[config.mk]
export PLATFORM = sky130hd
export DESIGN_NAME = rsi_mul
export DESIGN_NICKNAME = d
export VERILOG_FILES = /design/src/rsi_pkg.sv /design/src/rsi_mul.sv
export SDC_FILE = /design/constraint.sdc
export NUM_CORES = 2
export LEC_CHECK = 0
export ABC_CLOCK_PERIOD_IN_PS = 12790
export BUFFER_PORTS_ARGS = -buffer_cell sky130_fd_sc_hd__buf_2
export CAP_MARGIN = 20
export CORE_MARGIN = 8
export CORE_UTILIZATION = 35
export DETAILED_ROUTE_END_ITERATION = 10
export GPL_TIMING_DRIVEN = 0
export SYNTH_ARGS = -nofsm -noshare
export SYNTH_HDL_FRONTEND = slang
export SYNTH_SLANG_ARGS = --single-unit
export TNS_END_PERCENT = 10
[constraint.sdc]
create_clock -name clk -period 12.79 [get_ports clk]
set_clock_uncertainty 0.05 [all_clocks]
set_input_delay 3.837 -clock clk [delete_from_list [all_inputs] [get_ports clk]]
set_output_delay 3.837 -clock clk [all_outputs]
set_load 0.05 [all_outputs]
[src/rsi_pkg.sv]
// Shared constants and register codes for the ray and sphere intersection block.
package rsi_pkg;

	// Pipeline depth of the multiplier and the width of the operand slices that form its partial products.
	localparam int MUL_LAT = 4;
	localparam int MUL_CHUNK = 32;

	// Configuration register indexes.
	localparam logic [1:0] CFG_CENTRE_X = 2'd0;
	localparam logic [1:0] CFG_CENTRE_Y = 2'd1;
	localparam logic [1:0] CFG_CENTRE_Z = 2'd2;
	localparam logic [1:0] CFG_RADIUS   = 2'd3;

endpackage

[src/rsi_mul.sv]
// Pipelined signed multiplier built from 32 by 32 bit partial products.
module rsi_mul import rsi_pkg::*; #(
	parameter int A_WIDTH = 33,
	parameter int B_WIDTH = 33
) (
	input  logic                             clk,
	input  logic                             adv,
	input  logic signed [A_WIDTH-1:0]        a,
	input  logic signed [B_WIDTH-1:0]        b,
	output logic signed [A_WIDTH+B_WIDTH-1:0] p
);

	localparam int NA = (A_WIDTH + MUL_CHUNK - 1) / MUL_CHUNK;
	localparam int NB = (B_WIDTH + MUL_CHUNK - 1) / MUL_CHUNK;
	localparam int PW = A_WIDTH + B_WIDTH;

	logic [A_WIDTH-1:0] a_mag;
	logic [B_WIDTH-1:0] b_mag;
	logic [NA*MUL_CHUNK-1:0] am_s1;
	logic [NB*MUL_CHUNK-1:0] bm_s1;
	logic neg_s1, neg_s2, neg_s3;
	logic [2*MUL_CHUNK-1:0] pp_s2 [NA][NB];
	logic [PW-1:0] acc;
	logic [PW-1:0] sum_s3;
	logic signed [PW-1:0] p_s4;

	// Magnitudes; the most negative value maps onto its unsigned pattern.
	always_comb begin
		a_mag = a[A_WIDTH-1] ? A_WIDTH'(-a) : A_WIDTH'(a);
		b_mag = b[B_WIDTH-1] ? B_WIDTH'(-b) : B_WIDTH'(b);
	end

	always_ff @(posedge clk) begin
		if (adv) begin
			neg_s1 <= a[A_WIDTH-1] ^ b[B_WIDTH-1];
			am_s1 <= (NA*MUL_CHUNK)'(a_mag);
			bm_s1 <= (NB*MUL_CHUNK)'(b_mag);
		end
	end

	always_ff @(posedge clk) begin
		if (adv) begin
			neg_s2 <= neg_s1;
			for (int i = 0; i < NA; i++) begin
				for (int j = 0; j < NB; j++) begin
					pp_s2[i][j] <= (2*MUL_CHUNK)'(am_s1[i*MUL_CHUNK +: MUL_CHUNK])
						* (2*MUL_CHUNK)'(bm_s1[j*MUL_CHUNK +: MUL_CHUNK]);
				end
			end
		end
	end

	always_comb begin
		acc = '0;
		for (int i = 0; i < NA; i++) begin
			for (int j = 0; j < NB; j++) begin
				acc = acc + (PW'(pp_s2[i][j]) << (MUL_CHUNK * (i + j)));
			end
		end
	end

	always_ff @(posedge clk) begin
		if (adv) begin
			neg_s3 <= neg_s2;
			sum_s3 <= acc;
		end
	end

	always_ff @(posedge clk) begin
		if (adv) begin
			p_s4 <= neg_s3 ? $signed(-sum_s3) : $signed(sum_s3);
		end
	end

	assign p = p_s4;

endmodule

# [Word level (Yosys, flattened, before mapping)]
# Memory sizes are Yosys's and may differ from the RTL's.
# Index checks and enable logic that the tools add are counted.
[totals] output_inout_bits=66 input_bits=68 regBits=201 ram_bits=194 mem_count=1
[memory_table] memory="pp_s2" words=2 word_bits=97 rd=2 rd_ports_with_merged_regs=0 wr=2 line="rsi_mul.sv:22" text="logic [2*MUL_CHUNK-1:0] pp_s2 [NA][NB];"
[classes] n_addsub=6 bitwise=1 muxes=5 multipliers=4
[op_table] op="66-bit adder" count=2
[op_table] op="64-bit by 66-bit adder with 66-bit output" count=1
[op_table] op="66-bit 2-to-1 mux" count=1
[op_table] op="33-bit negator" count=2
[op_table] op="66-bit negator" count=1
[op_table] op="32-bit by 32-bit multiplier with 64-bit output" count=1
[op_table] op="32-bit 2-to-1 mux" count=2
[op_table] op="1-bit by 32-bit multiplier with 33-bit output" count=1
[op_table] op="32-bit by 1-bit multiplier with 33-bit output" count=1
[op_table] op="1-bit by 1-bit multiplier with 2-bit output" count=1
[op_table] op="1-bit 2-to-1 mux" count=2
[op_table] op="1-bit XOR" count=1

# [Logic depth before layout (Yosys ltp)]
# An unclocked memory read counts as a cell.
[logic_depth] ltp_word=4 depth_mapped=28 ltp_nobuf=26

# [Least setup slack after synthesis]
# Ideal clock, no wire load.
[synth_timing] kind="register to register" startpoint="register bm_s1[8]" endpoint="memory pp_s2[0][93] (netlist name) (data pin)" setup_slack_ns=5.174 required_time_ns=12.481 stages_incl_launch_ff=26 arrival_ns=7.307 path_cell_list="edfxtp_1 > clkbuf_1 > and2_1 > fa_1 > fa_1 > inv_1 > fa_1 > fa_1 > inv_1 > fa_1 > fa_1 > fa_1 > inv_1 > fa_1 > inv_1 > ha_1 > and3_1 > nand2_1 > or4_1 > a2111oi_0 > nor3_1 > o21bai_1 > a21oi_1 > o31ai_1 > a41oi_1 > xnor2_1"
[synth_rtl] element="start: declaration" line="rsi_mul.sv:20" text="logic [NB*MUL_CHUNK-1:0] bm_s1;"
[synth_rtl] element="start signal: assignment" line="rsi_mul.sv:37" text="bm_s1 <= (NB*MUL_CHUNK)'(b_mag);"
[synth_rtl] element="end: declaration" line="rsi_mul.sv:22"

==> results.toml <==
[global_route]
antenna_found_initial = 35
grt_usage_pct = 23.3
grt_util_met2_pct = 34.0
grt_util_met3_pct = 8.72
met1_usage_pct = 31.0
grt_max_degree = 126
grt_first_pass_wirelength_um = 254000
grt_overflow_total = 0
grt_pass1_vias = 36200
top_usage_layer = "met2"

[detailed_routing]
first_iter_violations = 3488
routed_wl_um = 179000
ant_nets = 0
vias = 35300
drc = 0
viasPerCell = 5.22
wire_per_inst_um = 26.5
first_pass_iters = 6

[floorplan]
placementRows = 136
die-area_sq_um = 150000
die_x_um = 387
initial_utilization_pct = 35.1
die_height_um = 387
boundaryPins = 134
core_region_area_sq_um = 137000

[worst_setup_path]
r2r-start = "bm_s1[11]$_DFFE_PP_"
worstSetupPathType = "reg2reg"
cp_max_fo = 10
worstPathRequired_ns = 13.07
cp-startpoint = "bm_s1[11]$_DFFE_PP_"
critPathArrivalTime_ns = 10.90
crit_path_start_kind = "flip-flop"
cp-end-kind = "flip-flop"

[min_path]
min_from = "pp_s2[0][64]$_DFFE_PP_"
hold_class = "reg2reg"

[clock_network]
path_clk_slew_ns = 0.06
cts_tree = "yes"
cts.repair.resized = 0
clock_latency_ns = 0.59
ctsLongestPathBuffers = 3
hold_buffers = 0
post_cts_buffers = 0
cts_root_buffer = "clkbuf_16"
h-tree-depth = 2
cts_sinks = 330
cts_buffers = 38

[layout]
nets = 6187
drive_gt1_share_pct = 4.78
area_growth_syn_to_layout_pct = 9.78
nFillCells = 13700
layout_common_cells = "fa_1, inv_1, and2_1"
layout_commonest_cell = "fa_1"

[sta]
min_period_ns = 10.62
fmax_mhz = 94.2
rsz0062_at_grt = "false"
tightest_slew_ns = 1.32
setup_violations = 0
finalHoldViolations = 0
slew_headroom_pct = 11.9
finalSetupTns_ns = 0
report.final.slew_viol_count = 0
fin_crit_sh_pct = 83.0

[yosys]
ys_ff_latch = 330
synth-edff-count = 330
yosys_most_used_dff = "edfxtp_1"
yosys_warnings = 0
synthCells = 4695
avgSynthCellArea_sq_um = 10.3
ys_seq_area_share_pct = 20.6
synth_top_area_share_pct = 38.6
synth.area.top_cells = "fa_1, edfxtp_1, and2_1"
async_flop_share_pct = 0
syn_area_sq_um = 48200
syn_nets = 5990
yosysTopAreaCell = "fa_1"
synth.distinct_cells = 63

[placement]
port_buffers = 132
globalplace.congestion = 1.06
dpl.hpwl_um = 146000

[outcome]
run_status = "finished, final reports clean"

[job]
max_cap_violations = 0
per-layer routing:
layer | vias up | routed length (um)
met5 | - | 77
met2 | 2200 | 74300
met4 | 10 | 8860
met3 | 463 | 23800
met1 | 17700 | 71700
li1 | 14900 | -
metrics by stage:
stage / utilization, % / cell area, sq um / hold WS, ns / cells / setup slack, ns
after global routing: 38.5 / 52800 / 0.373 / 6717 / 2.03
after global placement: 37.3 / 51100 / 0.354 / 6621 / 2.36
after detailed placement: 37.6 / 51500 / 0.355 / 6642 / 2.50
after CTS: 38.5 / 52700 / 0.365 / 6708 / 2.45
final: 38.6 / 52900 / 0.365 / 6752 / 2.17
after floorplan: - / 48200 / 0.350 / 4695 / 5.17
synthesized netlist by cell type, drive strengths merged (2+ instances only):
cell,count
o41ai,18
edfxtp,330
a32oi,2
o31a,2
a211oi,6
o21ai,99
and3,4
nor2b,7
a21oi,106
fa,929
or4,27
xnor2,182
inv,900
nand2b,10
o31ai,40
a22oi,2
nor4,7
and4,5
nand2,551
a2111oi,4
nand4,17
a41oi,2
a21boi,4
o21bai,23
clkbuf,230
ha,298
nor3,17
and2,661
o221ai,4
a31oi,9
nor4b,2
a211o,2
o21a,13
xor2,37
or2,10
or3,23
a21o,28
nor2,47
a311oi,2
nand3,18
nand3b,2
critical path, cell delays in order (launching register included):
cell and delay, ns:
edfxtp_1 1.06, clkbuf_1 0.87, and2_1 0.27, fa_1 0.42, inv_1 0.08, fa_1 0.43
fa_1 0.56, fa_1 0.57, inv_1 0.06, fa_1 0.66, fa_1 0.52, fa_1 0.53
fa_1 0.60, ha_1 0.37, clkbuf_1 0.27, nand2_1 0.18, or4_1 0.64, a2111oi_0 0.41
nor3_1 0.27, o21bai_1 0.38, a21oi_1 0.18, o31ai_1 0.57, a41oi_1 0.22, xnor2_1 0.16
cell type report:
| class | instances | area (sq um) | area share [%] |
|---|---|---|---|
| diodes | 40 | 100 | 0.189 |
| plain buffers | 231 | 867 | 1.64 |
| clock buffers | 45 | 977 | 1.85 |
| clock inverters | 21 | 258 | 0.487 |
| inverters | 900 | 3380 | 6.39 |
| multi-input cells | 3234 | 34000 | 64.3 |
| flip-flops and latches | 330 | 9910 | 18.7 |
| well taps | 1794 | 2240 | 4.24 |
| repair buffers | 157 | 1130 | 2.14 |
logic make-up after synthesis:
| kind of cell | synth area share [%] |
|---|---|
| flip-flops | 20.6 |
| buffers and inverters | 8.81 |
| AND/OR/NAND/NOR | 15.3 |
| adder cells (fa/ha/maj) | 46.3 |
| AO/OA/AOI/OAI | 4.98 |
| XOR/XNOR | 3.98 |
path summary, 6_finish.rpt:
kind | cells past startpoint | slack [ns] | end
hold / removal | 0 | 0.36 | sum_s3[31]$_DFFE_PP_
setup reg to reg | 23 | 2.17 | pp_s2[0][93]$_DFFE_PP_
setup / recovery | 23 | 2.17 | pp_s2[0][93]$_DFFE_PP_
hold reg to reg | 0 | 0.36 | sum_s3[31]$_DFFE_PP_
registers in the layout, indices dropped and copies added, names as in the netlist:
name / cells
p: 66
bm_s1: 33
neg_s3: 1
neg_s2: 1
pp_s2: 129
neg_s1: 1
am_s1: 33
sum_s3: 66
Power is not shown: default switching activity piles up to over one toggle a cycle in this logic, so the estimate is an artifact.
